<file path="config.mk">
export PLATFORM = sky130hd
export DESIGN_NAME = bsmh_ctrl
export DESIGN_NICKNAME = d
export VERILOG_FILES = /design/src/hdl/box_stack_max_height_macros.svh /design/src/hdl/bsmh_pkg.sv /design/src/hdl/bsmh_ctrl.sv
export SDC_FILE = /design/constraint.sdc
export NUM_CORES = 1
export LEC_CHECK = 0
export BUFFER_PORTS_ARGS = -buffer_cell sky130_fd_sc_hd__buf_2
export CORE_AREA = 2 2 45 43
export DETAILED_ROUTE_END_ITERATION = 8
export DIE_AREA = 0 0 47 45
export GPL_TIMING_DRIVEN = 1
export PLACE_DENSITY = 0.7
export SLEW_MARGIN = 20
export SYNTH_ARGS = -nofsm -noshare
export SYNTH_HDL_FRONTEND = slang
export SYNTH_SLANG_ARGS = --single-unit
</file>
<file path="constraint.sdc">
create_clock -name aclk -period 1.4 [get_ports aclk]
set_input_delay 0.21 -clock aclk [delete_from_list [all_inputs] [get_ports aclk]]
set_output_delay 0.21 -clock aclk [all_outputs]
set_load 0.01 [all_outputs]
</file>
<file path="src/hdl/box_stack_max_height_macros.svh">
// assertion macros for the box stack block
`ifndef BOX_STACK_MAX_HEIGHT_MACROS_SVH
`define BOX_STACK_MAX_HEIGHT_MACROS_SVH

// same-cycle implication, checked outside reset
`define BSMH_ASSERT_NOW(label, clk, rstn, ante, cons) \
    label: assert property (@(posedge clk) disable iff (!rstn) (ante) |-> (cons)) \
        else $error("bsmh check failed");

// next-cycle implication, checked outside reset
`define BSMH_ASSERT_NEXT(label, clk, rstn, ante, cons) \
    label: assert property (@(posedge clk) disable iff (!rstn) (ante) |=> (cons)) \
        else $error("bsmh check failed");

`endif

</file>
<file path="src/hdl/bsmh_pkg.sv">
// package: sizes and controller/datapath interface types for the box stack block
package bsmh_pkg;
    localparam int MAX_BOXES  = 32;
    localparam int ORIENTS    = 6;
    localparam int DEPTH      = MAX_BOXES * ORIENTS;
    localparam int ADDR_W     = $clog2(DEPTH);
    localparam int CNT_W      = $clog2(DEPTH + 1);
    localparam int DIM_W      = 16;
    localparam int HEIGHT_W   = 24;
    localparam int ORI_W      = 3;
    localparam logic [ORI_W-1:0] ORI_LAST = ORI_W'(ORIENTS - 1);

    typedef struct packed {
        logic accept;     // latch input beat
        logic drop;       // box does not fit
        logic start_ins;  // load key for next orientation
        logic shift;      // move entry up one place
        logic place;      // write key, bump count
        logic dp_start;   // clear dp index and best height
        logic dp_fetch;   // read entry i
        logic dp_head;    // capture entry i
        logic dp_step;    // compare against entry j
        logic dp_write;   // store best for entry i
        logic emit;       // load result register, clear set
    } bsmh_cmd_t;

    typedef struct packed {
        logic fits;
        logic in_last;
        logic last;
        logic cnt_zero;
        logic ahead;
        logic pos_one;
        logic ori_last;
        logic i_done;
        logic i_zero;
        logic j_last;
        logic out_free;
    } bsmh_sts_t;
endpackage

</file>
<file path="src/hdl/bsmh_ctrl.sv">
// controller: sequences insertion of orientations and the chain dp
module bsmh_ctrl (
    input  logic                aclk,
    input  logic                aresetn,
    input  logic                s_valid,
    output logic                s_ready,
    input  bsmh_pkg::bsmh_sts_t sts,
    output bsmh_pkg::bsmh_cmd_t cmd
);
    typedef enum logic [7:0] {
        ST_IDLE  = 8'b00000001,
        ST_LOAD  = 8'b00000010,
        ST_CMP   = 8'b00000100,
        ST_PLACE = 8'b00001000,
        ST_DPI   = 8'b00010000,
        ST_DPH   = 8'b00100000,
        ST_DPJ   = 8'b01000000,
        ST_DPW   = 8'b10000000
    } state_t;

    state_t state_reg, state_next;

    always_comb begin
        state_next = state_reg;
        cmd        = '0;
        s_ready    = 1'b0;
        unique case (state_reg)
            ST_IDLE: begin
                s_ready = 1'b1;
                if (s_valid) begin
                    cmd.accept = 1'b1;
                    if (sts.fits) begin
                        state_next = ST_LOAD;
                    end else begin
                        cmd.drop = 1'b1;
                        if (sts.in_last) begin
                            cmd.dp_start = 1'b1;
                            state_next   = ST_DPI;
                        end
                    end
                end
            end
            ST_LOAD: begin
                cmd.start_ins = 1'b1;
                state_next    = sts.cnt_zero ? ST_PLACE : ST_CMP;
            end
            ST_CMP: begin
                if (sts.ahead) begin
                    cmd.shift  = 1'b1;
                    state_next = sts.pos_one ? ST_PLACE : ST_CMP;
                end else begin
                    state_next = ST_PLACE;
                end
            end
            ST_PLACE: begin
                cmd.place = 1'b1;
                if (!sts.ori_last) begin
                    state_next = ST_LOAD;
                end else if (sts.last) begin
                    cmd.dp_start = 1'b1;
                    state_next   = ST_DPI;
                end else begin
                    state_next = ST_IDLE;
                end
            end
            ST_DPI: begin
                if (!sts.i_done) begin
                    cmd.dp_fetch = 1'b1;
                    state_next   = ST_DPH;
                end else if (sts.out_free) begin
                    cmd.emit   = 1'b1;
                    state_next = ST_IDLE;
                end
            end
            ST_DPH: begin
                cmd.dp_head = 1'b1;
                state_next  = sts.i_zero ? ST_DPW : ST_DPJ;
            end
            ST_DPJ: begin
                cmd.dp_step = 1'b1;
                state_next  = sts.j_last ? ST_DPW : ST_DPJ;
            end
            ST_DPW: begin
                cmd.dp_write = 1'b1;
                state_next   = ST_DPI;
            end
            default: begin
                state_next = ST_IDLE;
            end
        endcase
    end

    always_ff @(posedge aclk) begin
        if (!aresetn) begin
            state_reg <= ST_IDLE;
        end else begin
            state_reg <= state_next;
        end
    end
endmodule

</file>
Yosys cells after proc, flatten, opt, wreduce, memory -nomap -nowiden
Cells that the tools add are included.

Equality and inequality tests: 11. Mux-type cells: 35. Reductions and logical operators: 1.

Operator list (number): 2-to-1 mux 8 bit (8); case mux 8 bit (8 select lines) (1); 2-to-1 mux 1 bit (19); 2-to-1 mux 4 bit (3); equality test 8 x 1 -> 1 bit, second input constant (1); equality test 8 x 2 -> 1 bit, second input constant (1); equality test 8 x 3 -> 1 bit, second input constant (1); equality test 8 x 4 -> 1 bit, second input constant (1); equality test 8 x 5 -> 1 bit, second input constant (1); equality test 8 x 6 -> 1 bit, second input constant (1); equality test 8 x 7 -> 1 bit, second input constant (1); equality test 8 bit, second input constant (1); inequality test 3 bit, second input constant (2); 2-to-1 mux 5 bit (1); 2-to-1 mux 2 bit (2); AND reduction 3 bit (1); inequality test 2 bit, second input constant (1); case mux 1 bit (2 select lines) (1).

Flip-flop bits (word level): 8. Output and inout port bits: 12.

Longest topological paths before layout
Gate-level depths: netlist of run 1.

Depth after elaboration: 4. Depth in mapped cells: 5.

Least setup slack after synthesis of run 1
OpenSTA, ideal clock, no wires.

Path kind: register to output. Start: register state_reg[7]. End: output port cmd[5] (netlist name). Arrival time: 1549 ps. Data required time: 1190 ps. Setup slack: -359 ps. Stages on the path, launching flop included: 6. Buffers on the path: 1. Cells stage by stage: dfxtp_1 buf_2 nor4_4 and4b_1 and3b_1 a22o_1.

RTL lines: start, declared (line bsmh_ctrl.sv:21) `state_t state_reg, state_next;`; start signal, assigned (line bsmh_ctrl.sv:97) `state_reg <= state_next;`; end, declared (line bsmh_ctrl.sv:8) `output bsmh_pkg::bsmh_cmd_t cmd`.

==> results of run 1 <==
[layout by cell type (no fill, tap or decap), types with 4 or more instances in the layout]
cell and instances:
inv_1 4, buf_2 19, and3_4 4, dfxtp_4 5, buf_4 30, nor2_1 5, buf_6 9, nor2b_1 7
o211ai_1 4
[synthesized netlist by cell type]
master | count | area, sq um
nand2_1 | 2 | 7.510
and2b_2 | 1 | 8.760
a221oi_1 | 1 | 8.760
a41oi_1 | 1 | 8.760
nor2b_1 | 8 | 50.05
nor4b_1 | 2 | 17.52
buf_2 | 2 | 10.01
o21a_1 | 2 | 15.01
or4_4 | 1 | 11.26
and3_1 | 4 | 25.02
nor3b_1 | 2 | 15.01
and4b_1 | 1 | 10.01
o21ai_0 | 2 | 10.01
nor4_4 | 2 | 42.54
nand4_1 | 3 | 18.77
and2_1 | 3 | 18.77
nand2b_1 | 2 | 12.51
a21oi_1 | 3 | 15.01
dfxtp_1 | 8 | 160.2
nor3b_2 | 1 | 12.51
nor2_1 | 7 | 26.28
inv_1 | 4 | 15.01
nand3b_1 | 1 | 7.510
o211ai_1 | 4 | 30.03
nor3_1 | 5 | 25.02
and3b_1 | 1 | 8.760
a22o_1 | 1 | 8.760
nand3_1 | 1 | 5.000
a22oi_1 | 3 | 22.52
xor2_1 | 1 | 8.760
or4b_1 | 1 | 10.01
[worst max-delay path: stages, from the launching register on]
cell and delay [ns]:
dfxtp_4 0.35, nor4_4 0.29, and4b_2 0.26, and3b_2 0.19
a22o_1 0.14, buf_2 0.13
[per-stage QoR]
step	std cells	setup WS, ns	hold slack [ns]
2_1_floorplan	80	-0.2584	0.2816
3_3_place_gp	147	-0.1029	0.4067
3_5_place_dp	147	-0.1452	0.4206
4_1_cts	154	-0.3892	0.1592
5_1_grt	163	-0.4929	0.1659
6_report	163	-0.4280	0.1583
[worst max path at each step]
stage                         startpoint  endpoint  depth (start not counted)  slack [ns]
2_1_floorplan  state_reg[1]$_SDFFE_PN0P_    cmd[5]                          4       -0.26
6_report       state_reg[7]$_SDFFE_PN0P_    cmd[5]                          5       -0.43
3_5_place_dp   state_reg[7]$_SDFFE_PN0P_    cmd[8]                          3       -0.15
5_1_grt        state_reg[7]$_SDFFE_PN0P_    cmd[5]                          5       -0.49
4_1_cts        state_reg[7]$_SDFFE_PN0P_    cmd[5]                          5       -0.39
3_3_place_gp   state_reg[7]$_SDFFE_PN0P_    cmd[8]                          3       -0.10
[routing by layer]
metal | global-route usage, % | vias up | routed length, microns
li1 | - | 425 | -
met1 | 28.11 | 433 | 1083
met2 | 38.63 | 31 | 1321
met3 | 7.600 | 8 | 130
met4 | 2.222 | 0 | 57
met5 | 0 | - | 0
[power breakdown]
group,switching [uW],internal [uW],total [uW],leakage (uW)
sequential,32.9,244,277,0.0000693
clock,86.0,98.6,185,0.0000138
combinational,288,365,653,0.000483
total,407,708,1110,0.000567
[logic make-up (layout without fill, tap and decap cells)]
logic type | after synthesis | in the layout | share of synthesized area [%]
compound gates | 17 | 17 | 18.41
flops | 8 | 8 | 24.81
buf+inv | 6 | 65 | 3.875
xor+xnor | 1 | 1 | 1.357
simple gates | 48 | 48 | 51.55
[area by class of cell]
type / count / share of cell area [%]
inverters: 4 / 1.202
multi-input cells: 66 / 46.39
clock buffers: 3 / 1.804
flip-flops and latches: 8 / 14.43
well taps: 24 / 2.405
repair buffers: 58 / 33.77
[repair_timing]
action,4_1_cts,5_1_grt
gates cloned,0,0
resized for setup,15,24
pin swaps,5,10
buffers inserted,4,10
endpoints found under the setup margin,16,19
==> impl_summary.txt, run 1 <==
----------------------------------------------------
[Placement]
  Routability-driven placement congestion ratio ... 0.8024
  Number of buffers added on ports ... 25
  Dpl hpwl ... 1538 microns
  Area after detailed placement ... 958.4 sq um

[Clock tree]
  TritonCTS clock tree ... yes
  Clock-pin transition on the worst setup and hold timing paths ... 0.05 ns
  Cts hold-fix bufs ... 0
  Root buffer cell ... clkbuf_4
  Clock latency of the later-clocked register in the worst-skew pair ... 0.27 ns
  TritonCTS buffer count ... 3
  Clock Sink Count ... 8
  H-tree depth ... 1
  Buffers from clock root to sink, at most ... 2

[Drt]
  Per-cell routed wire length ... 15.91 microns
  Number of nets still failing antenna checks after routing ... 0
  Remaining DRCs ... 0
  Routed Wire Length ... 2593 microns
  DR vias/cell ... 5.503
  Total number of vias ... 897
  Pre-antenna DRT Iters ... 4
  DR iter-0 viols ... 15

[Min path]
  Min-delay worst type ... input port to register
  Hold Crit Start ... sts[3]
  Worst hold path endpoint ... state_reg[5]$_SDFFE_PN0P_
  Hold depth ... 2

[Floorplanning]
  I/O pin count ... 26
  Die ar. ... 0.002115 sq mm
  Horizontal die dimension ... 47 microns
  Core box area ... 0.001612 sq mm
  Die Span Y ... 45 microns
  Initial standard-cell utilization of the core ... 40.06%
  Number of rows created at floorplan ... 14

[Critical path]
  Worst reg2reg path startpoint ... state_reg[7]$_SDFFE_PN0P_
  Critical setup path kind ... register to output pin
  Startpoint kind of the worst setup timing path ... register
  Reg2reg path depth ... 7
  Required @ worst endpoint ... 1.19 ns
  Worst reg-to-reg setup slack ... -0.20 ns
  Destination of the worst register-to-register timing path ... state_reg[4]$_SDFFE_PN0P_
  Worst-path maximum fanout ... 4
  Endpoint kind of the worst setup timing path ... output pin
  Arrival time of the worst setup path ... 1.62 ns

[Yosys]
  Count of warnings emitted by yosys ... 0
  Number of register bits inferred by synthesis ... 8
  Mapped Nets ... 94
  Sequential-to-total area share from yosys stat ... 24.81%
  Distinct cells, synth ... 31
  Average instance area after synthesis ... 8.070 sq um
  Synth Cell Area ... 645.6 sq um
  Syn Inst Count ... 80

[Finish]
  Growth of design area from synthesis to finish ... 93.41%
  Total area of multi-input combinational cells ... 579.3 sq um
  Footprint of the flip-flops and latches ... 180.2 sq um
  Design area ... 0.001249 sq mm
  Antenna diode instance count ... 0
  Largest register FFs ... 8
  Number of nets in the layout ... 155
  Share of cells above drive strength 1 ... 66.91%
  Finished Core Util ... 77.48%
  Filler Cells Inserted ... 112

[Timing]
  Slew margin rel. ... 73.77%
  Unrepaired setup endpoints after global routing ... true
  Final critical-path setup slack ... -0.4280 ns
  Count of endpoints failing setup in the final report ... 17
  Setup TNS after final layout ... -3.932 ns
  Final worst path period need ... 1.828 ns
  Hold violation count in the final report ... 0
  Max Clock Skew ... 0.01658 ns
  Final period utilization ... 130.6%
  Max Clock Freq ... 0.5470 GHz
  Final number of max-transition violations ... 0
  Transition time of the tightest slew-check pin ... 0.3893 ns

[Power and ir drop]
  Leakage power of the design ... 0.0005665 uW
  Power density of the placed cells ... 892.7 mW/mm^2
  Worst supply voltage drop on vdd ... 0.6468 mV
  Overall Power ... 1115 uW

[Global route]
  Via count of the first global-routing pass ... 758
  Overflow left after global routing ... 0
  Pin count of the biggest net entering global routing ... 7
  Number of antenna violations at the first check in global routing ... 0
  Tot GR Track Use ... 22.48%
  First-pass GRT wire length ... 3284 microns

[Status]
  Violations in the final reports ... negative setup slack
  Run status ... finished, violations left

[Flow run]
  Number of maximum-capacitance constraint violations ... 0

----------------------------------------------------
Power figures use the tool's default switching activity.
==> run 2: changes to the inputs <==
--- a/config.mk
+++ b/config.mk
@@ -6,11 +6,13 @@
 export NUM_CORES = 1
 export LEC_CHECK = 0
 export BUFFER_PORTS_ARGS = -buffer_cell sky130_fd_sc_hd__buf_2
-export CORE_AREA = 2 2 45 43
+export CELL_PAD_IN_SITES_DETAIL_PLACEMENT = 2
+export CELL_PAD_IN_SITES_GLOBAL_PLACEMENT = 2
+export CORE_AREA = 2 2 59 56
 export DETAILED_ROUTE_END_ITERATION = 8
-export DIE_AREA = 0 0 47 45
+export DIE_AREA = 0 0 61 58
 export GPL_TIMING_DRIVEN = 1
-export PLACE_DENSITY = 0.7
+export PLACE_DENSITY_LB_ADDON = 0.1
 export SLEW_MARGIN = 20
 export SYNTH_ARGS = -nofsm -noshare
 export SYNTH_HDL_FRONTEND = slang
==> run 2 against run 1 <==
The run still ends with negative setup slack left. Clock skew is 0.012 ns lower. Worst setup slack better by 0.045 ns. Via count is 10% lower. Total power fell by 11%. Global-route usage decreased by 6.7 points. Die area is 67% higher.
==> impl_summary.txt, run 2 (synthesis gave the netlist of run 1 again) <==
----------------------------------------------------
[Status]
  Run status ... finished, violations left
  Violations in the final reports ... negative setup slack

[Floorplanning]
  Horizontal die dimension ... 61 microns
  Die ar. ... 0.003538 sq mm
  I/O pin count ... 26
  Initial standard-cell utilization of the core ... 22.08%
  Core box area ... 0.002924 sq mm
  Die Span Y ... 58 microns
  Number of rows created at floorplan ... 19

[Critical path]
  Critical Path Slowest Stage Cell ... dfxtp_2
  Critical setup path kind ... register to output pin
  Worst reg-to-reg setup slack ... -0.08 ns
  Endpoint kind of the worst setup timing path ... output pin
  Worst reg2reg path startpoint ... state_reg[5]$_SDFFE_PN0P_
  Critical path's largest stage delay ... 0.34 ns
  Worst-path maximum fanout ... 5
  Destination of the worst register-to-register timing path ... state_reg[6]$_SDFFE_PN0P_
  Required @ worst endpoint ... 1.19 ns
  Number of buffer and inverter stages on the critical path ... 1
  Reg2reg path depth ... 4
  Startpoint kind of the worst setup timing path ... register
  Arrival time of the worst setup path ... 1.57 ns
  Cells along the critical path ... nor4_4 -> and4b_2 -> and3b_2 -> a22o_1 -> buf_2
  CP top delay family ... simple AND/OR/NAND/NOR gates

[Drt]
  Remaining DRCs ... 0
  Number of nets still failing antenna checks after routing ... 0
  Pre-antenna DRT Iters ... 4
  Total number of vias ... 807
  DR vias/cell ... 4.692
  Per-cell routed wire length ... 14.99 microns
  Routed Wire Length ... 2578 microns
  DR iter-0 viols ... 32

[Global route]
  First-pass GRT wire length ... 4057 microns
  Tot GR Track Use ... 15.81%
  Pin count of the biggest net entering global routing ... 9
  Number of antenna violations at the first check in global routing ... 0
  Via count of the first global-routing pass ... 862
  Overflow left after global routing ... 0

[Clock tree]
  Clock Sink Count ... 8
  TritonCTS buffer count ... 3
  TritonCTS clock tree ... yes
  Clock latency of the later-clocked register in the worst-skew pair ... 0.26 ns
  H-tree depth ... 1
  Root buffer cell ... clkbuf_4
  Buffers from clock root to sink, at most ... 2
  Clock-pin transition on the worst setup and hold timing paths ... 0.06 ns
  Cts hold-fix bufs ... 0

[Placement]
  Dpl hpwl ... 2057 microns
  # placed instances ... 164
  Number of buffers added on ports ... 25
  Routability-driven placement congestion ratio ... 0.8039

[Finish]
  Post-Layout Cell Count ... 172
  Share of cells above drive strength 1 ... 62.31%
  Antenna diode instance count ... 0
  Most common library cell in the layout ignoring fill and taps ... buf_4
  Largest register FFs ... 8
  Growth of design area from synthesis to finish ... 73.84%
  Number of nets in the layout ... 146
  Filler Cells Inserted ... 352
  Commonest cells after routing, fill and taps aside ... buf_4 (24), buf_2 (23), nor2b_1 (6)

[Timing]
  Unrepaired setup endpoints after global routing ... true
  Final worst path period need ... 1.783 ns
  Slew margin rel. ... 75.31%
  Final number of max-transition violations ... 0
  Max Clock Freq ... 0.5608 GHz
  Setup TNS after final layout ... -3.498 ns
  Max Clock Skew ... 0.004626 ns
  Final period utilization ... 127.4%
  Transition time of the tightest slew-check pin ... 0.3675 ns
  Hold violation count in the final report ... 0
  Count of endpoints failing setup in the final report ... 18
  Final critical-path setup slack ... -0.3832 ns

[Min path]
  Hold Crit Start ... sts[3]
  Worst hold path endpoint ... state_reg[5]$_SDFFE_PN0P_
  Hold depth ... 2
  Min-delay worst type ... input port to register

[Flow run]
  Number of maximum-capacitance constraint violations ... 0

[Power and ir drop]
  Worst supply voltage drop on vdd ... 0.5875 mV
  Power density of the placed cells ... 885.7 mW/mm^2
  Leakage power of the design ... 0.0005004 uW

----------------------------------------------------
## run 2: layout make-up
type / count / area (sq um) / area share, %
Multi-Input combinational cell: 66 / 538.0 / 47.94
Timing Repair Buffer: 49 / 317.8 / 28.32
Sequential cell: 8 / 176.4 / 15.72
Tap cell: 42 / 52.55 / 4.682
Clock buffer: 3 / 22.52 / 2.007
Inverter: 4 / 15.01 / 1.338
## run 2: how the worst max path moves through the flow
stage / from / end / cells after the start
floorplan: state_reg[1]$_SDFFE_PN0P_ / cmd[5] / 4
global placement: state_reg[2]$_SDFFE_PN0P_ / cmd[8] / 3
detailed placement: state_reg[1]$_SDFFE_PN0P_ / cmd[5] / 5
CTS: state_reg[1]$_SDFFE_PN0P_ / cmd[5] / 5
global route: state_reg[1]$_SDFFE_PN0P_ / cmd[5] / 5
finish: state_reg[1]$_SDFFE_PN0P_ / cmd[5] / 5
## run 2: worst register-to-register path, delay by kind of cell (launching register included)
kind	cells	cell delay, ns
flip-flops	1	0.36
AO/OA/AOI/OAI	1	0.12
AND/OR/NAND/NOR	3	0.95
## run 2: report_power, final
part	internal, uW	switching, uW
registers	247	31.8
logic	285	247
clock network	98.5	85.0
## run 2: what timing repair did
| item | 4_1_cts | 5_1_grt |
|---|---|---|
| setup endpoints to repair | 18 | 19 |
| pin swaps | 3 | 5 |
| resized for setup | 9 | 15 |
| buffers inserted | 0 | 5 |
## run 2: layer usage
metal	global-route usage [%]	vias to the layer above	wire, microns
met1	20.24	384	1139
met2	27.80	22	1317
met5	0	-	0
met4	3.727	0	23
met3	2.009	2	97
li1	-	399	-
## run 2: metrics by stage
stage	power, uW	setup slack, ns	util (%)	hold WS (ns)	instance area (sq um)
floorplan	504.8	-0.2584	-	0.2816	663.1
global placement	733.4	-0.09771	33.29	0.4018	973.4
detailed placement	750.6	-0.1150	33.29	0.4067	973.4
CTS	960.4	-0.4019	35.04	0.1274	1025
global route	1070	-0.4753	38.38	0.1489	1122
finish	994.0	-0.3832	38.38	0.1354	1122
==> run 3: changes to the inputs <==
--- a/config.mk
+++ b/config.mk
@@ -8,9 +8,9 @@
 export BUFFER_PORTS_ARGS = -buffer_cell sky130_fd_sc_hd__buf_2
 export CELL_PAD_IN_SITES_DETAIL_PLACEMENT = 2
 export CELL_PAD_IN_SITES_GLOBAL_PLACEMENT = 2
-export CORE_AREA = 2 2 59 56
+export CORE_AREA = 2 2 67 50
 export DETAILED_ROUTE_END_ITERATION = 8
-export DIE_AREA = 0 0 61 58
+export DIE_AREA = 0 0 69 52
 export GPL_TIMING_DRIVEN = 1
 export PLACE_DENSITY_LB_ADDON = 0.1
 export SLEW_MARGIN = 20
==> run 3 against run 2 <==
The run still ends with negative setup slack left. Die area up 1.4%. Core utilization is 3.4 points higher. Clock skew is 0.0035 ns higher. Non-clock buffer count grew 5. Clock power is 58% higher. Wire length grew 15%. Largest power group unchanged. Combinational power rose by 6.6%. Cell count grew 0.58%. Register-to-register slack lost 0.08 ns.
==> impl_summary.txt, run 3 (synthesis gave the netlist of run 1 again) <==
----------------------------------------------------
[Floorplanning]
  Die ar. ... 0.003588 sq mm
  Core box area ... 0.002978 sq mm
  Horizontal die dimension ... 69 microns
  Initial standard-cell utilization of the core ... 21.68%
  Number of rows created at floorplan ... 17
  I/O pin count ... 26
  Die Span Y ... 52 microns

[Critical path]
  Destination of the worst register-to-register timing path ... state_reg[6]$_SDFFE_PN0P_
  Worst reg-to-reg setup slack ... -0.16 ns
  CP top delay family ... simple AND/OR/NAND/NOR gates
  Number of buffer and inverter stages on the critical path ... 1
  Required @ worst endpoint ... 1.19 ns
  Endpoint kind of the worst setup timing path ... output pin
  Arrival time of the worst setup path ... 1.61 ns
  Worst-path maximum fanout ... 2
  Crit. path cell count ... 5
  Cells along the critical path ... nor4_4 -> and4b_2 -> and3b_2 -> a22o_1 -> buf_2
  Reg2reg path depth ... 5
  Critical setup path kind ... register to output pin
  End point of the critical path ... cmd[5]
  Critical path's largest stage delay ... 0.35 ns
  Startpoint kind of the worst setup timing path ... register
  Launch point of the worst path ... state_reg[1]$_SDFFE_PN0P_
  Critical Path Slowest Stage Cell ... dfxtp_4
  Worst reg2reg path startpoint ... state_reg[5]$_SDFFE_PN0P_

[Power and ir drop]
  Overall Power ... 1138 uW
  Leakage power of the design ... 0.0005403 uW
  Power density of the placed cells ... 913.8 mW/mm^2
  Worst supply voltage drop on vdd ... 0.2943 mV

[Timing]
  Slew margin rel. ... 72.82%
  Final period utilization ... 129.7%
  Max Clock Freq ... 0.5508 GHz
  Count of endpoints failing setup in the final report ... 19
  Max Clock Skew ... 0.008156 ns
  Final critical-path setup slack ... -0.4155 ns
  Hold violation count in the final report ... 0
  Final worst path period need ... 1.816 ns
  Hold WS ... 0.1686 ns
  Transition time of the tightest slew-check pin ... 0.4021 ns
  Final number of max-transition violations ... 0
  Unrepaired setup endpoints after global routing ... true

[Drt]
  Number of nets still failing antenna checks after routing ... 0
  Routed Wire Length ... 2955 microns
  Pre-antenna DRT Iters ... 4
  DR iter-0 viols ... 21
  Remaining DRCs ... 0
  Total number of vias ... 851
  Per-cell routed wire length ... 17.08 microns
  DR vias/cell ... 4.919

[Finish]
  Growth of design area from synthesis to finish ... 92.83%
  Filler Cells Inserted ... 333
  Number of nets in the layout ... 151
  Post-Layout Cell Count ... 173
  Share of cells above drive strength 1 ... 66.67%
  Commonest cells after routing, fill and taps aside ... buf_4 (26), buf_2 (20), buf_6 (7)
  Most common library cell in the layout ignoring fill and taps ... buf_4
  Largest register FFs ... 8
  Antenna diode instance count ... 0
  Design area ... 0.001245 sq mm

[Placement]
  Area after detailed placement ... 975.9 sq um
  Routability-driven placement congestion ratio ... 0.8201
  Dpl hpwl ... 2131 microns
  Number of buffers added on ports ... 25
  # placed instances ... 161
  Setup slack after placement ... -0.1427 ns

[Clock tree]
  H-tree depth ... 1
  Cts hold-fix bufs ... 0
  Buffers from clock root to sink, at most ... 2
  Clock Sink Count ... 8
  Clock latency of the later-clocked register in the worst-skew pair ... 0.23 ns
  Clock-pin transition on the worst setup and hold timing paths ... 0.05 ns
  TritonCTS clock tree ... yes
  TritonCTS buffer count ... 3
  Root buffer cell ... clkbuf_8

[Global route]
  Number of antenna violations at the first check in global routing ... 0
  Via count of the first global-routing pass ... 885
  Overflow left after global routing ... 0
  First-pass GRT wire length ... 4485 microns
  Tot GR Track Use ... 16.39%
  Pin count of the biggest net entering global routing ... 8

[Status]
  Violations in the final reports ... negative setup slack
  Run status ... finished, violations left

[Flow run]
  Number of maximum-capacitance constraint violations ... 0

[Min path]
  Min-delay worst type ... input port to register

----------------------------------------------------
==> run 3: cell count changes in the layout (fill, tap and decap cells not counted), sizes merged <==
cell  previous run  this run
buf             49        54
==> run 3: per-stage QoR <==
| step | utilization (%) | setup TNS (ns) |
|---|---|---|
| global placement | 32.77 | -0.7896 |
| floorplan | - | -0.6795 |
| CTS | 37.40 | -3.457 |
| finish | 41.81 | -3.575 |
| detailed placement | 32.77 | -0.8701 |
| global route | 41.81 | -4.818 |
==> run 3: worst register-to-register path, delay by kind of cell, from the launching register on <==
kind                   cells  cell delay (ns)
buffers and inverters      1             0.16
and+or+nand+nor            3             0.85
DFF                        1             0.36
AOI/OAI and AO/OA          1             0.12
==> run 3: how the worst min path moves through the flow <==
stage          cells past startpoint                         to  slack, ns   start
6_report                           2  state_reg[5]$_SDFFE_PN0P_       0.17  sts[3]
5_1_grt                            2  state_reg[5]$_SDFFE_PN0P_       0.19  sts[3]
4_1_cts                            2  state_reg[5]$_SDFFE_PN0P_       0.16  sts[3]
3_5_place_dp                       2  state_reg[5]$_SDFFE_PN0P_       0.41  sts[3]
3_3_place_gp                       2  state_reg[5]$_SDFFE_PN0P_       0.40  sts[3]
2_1_floorplan                      1  state_reg[5]$_SDFFE_PN0P_       0.28  sts[3]
==> run 3: power breakdown <==
part,internal [uW],total (uW),leakage [uW],switching (uW)
Sequential,246,282,0.0000692,35.7
Combinational,300,566,0.000450,266
Clock,187,290,0.0000216,103
Total,733,1140,0.000540,404
==> run 3: repair_timing <==
item                                    in CTS  in global routing
pin swaps                                    6                 11
setup buffers                                5                  5
gates resized for setup                     15                 23
endpoints found under the setup margin      18                 19
==> run 3: cell type report <==
class / count / area (sq um) / share of cell area (%)
timing repair buffer: 54 / 394.1 / 31.66
sequential: 8 / 180.2 / 14.47
multi-input combinational: 66 / 566.8 / 45.53
inverter: 4 / 15.01 / 1.206
clock buffer: 3 / 41.29 / 3.317
tap: 38 / 47.55 / 3.819
==> run 3: metal layers <==
layer | share of wire, % | track usage (%) | routed length, microns | up-vias
met5 | 0 | 0 | 0 | -
met4 | 0.41 | 2.941 | 12 | 0
met3 | 1.9 | 3.876 | 55 | 2
met2 | 48 | 26.60 | 1432 | 8
met1 | 49 | 22.47 | 1455 | 429
li1 | - | - | - | 412
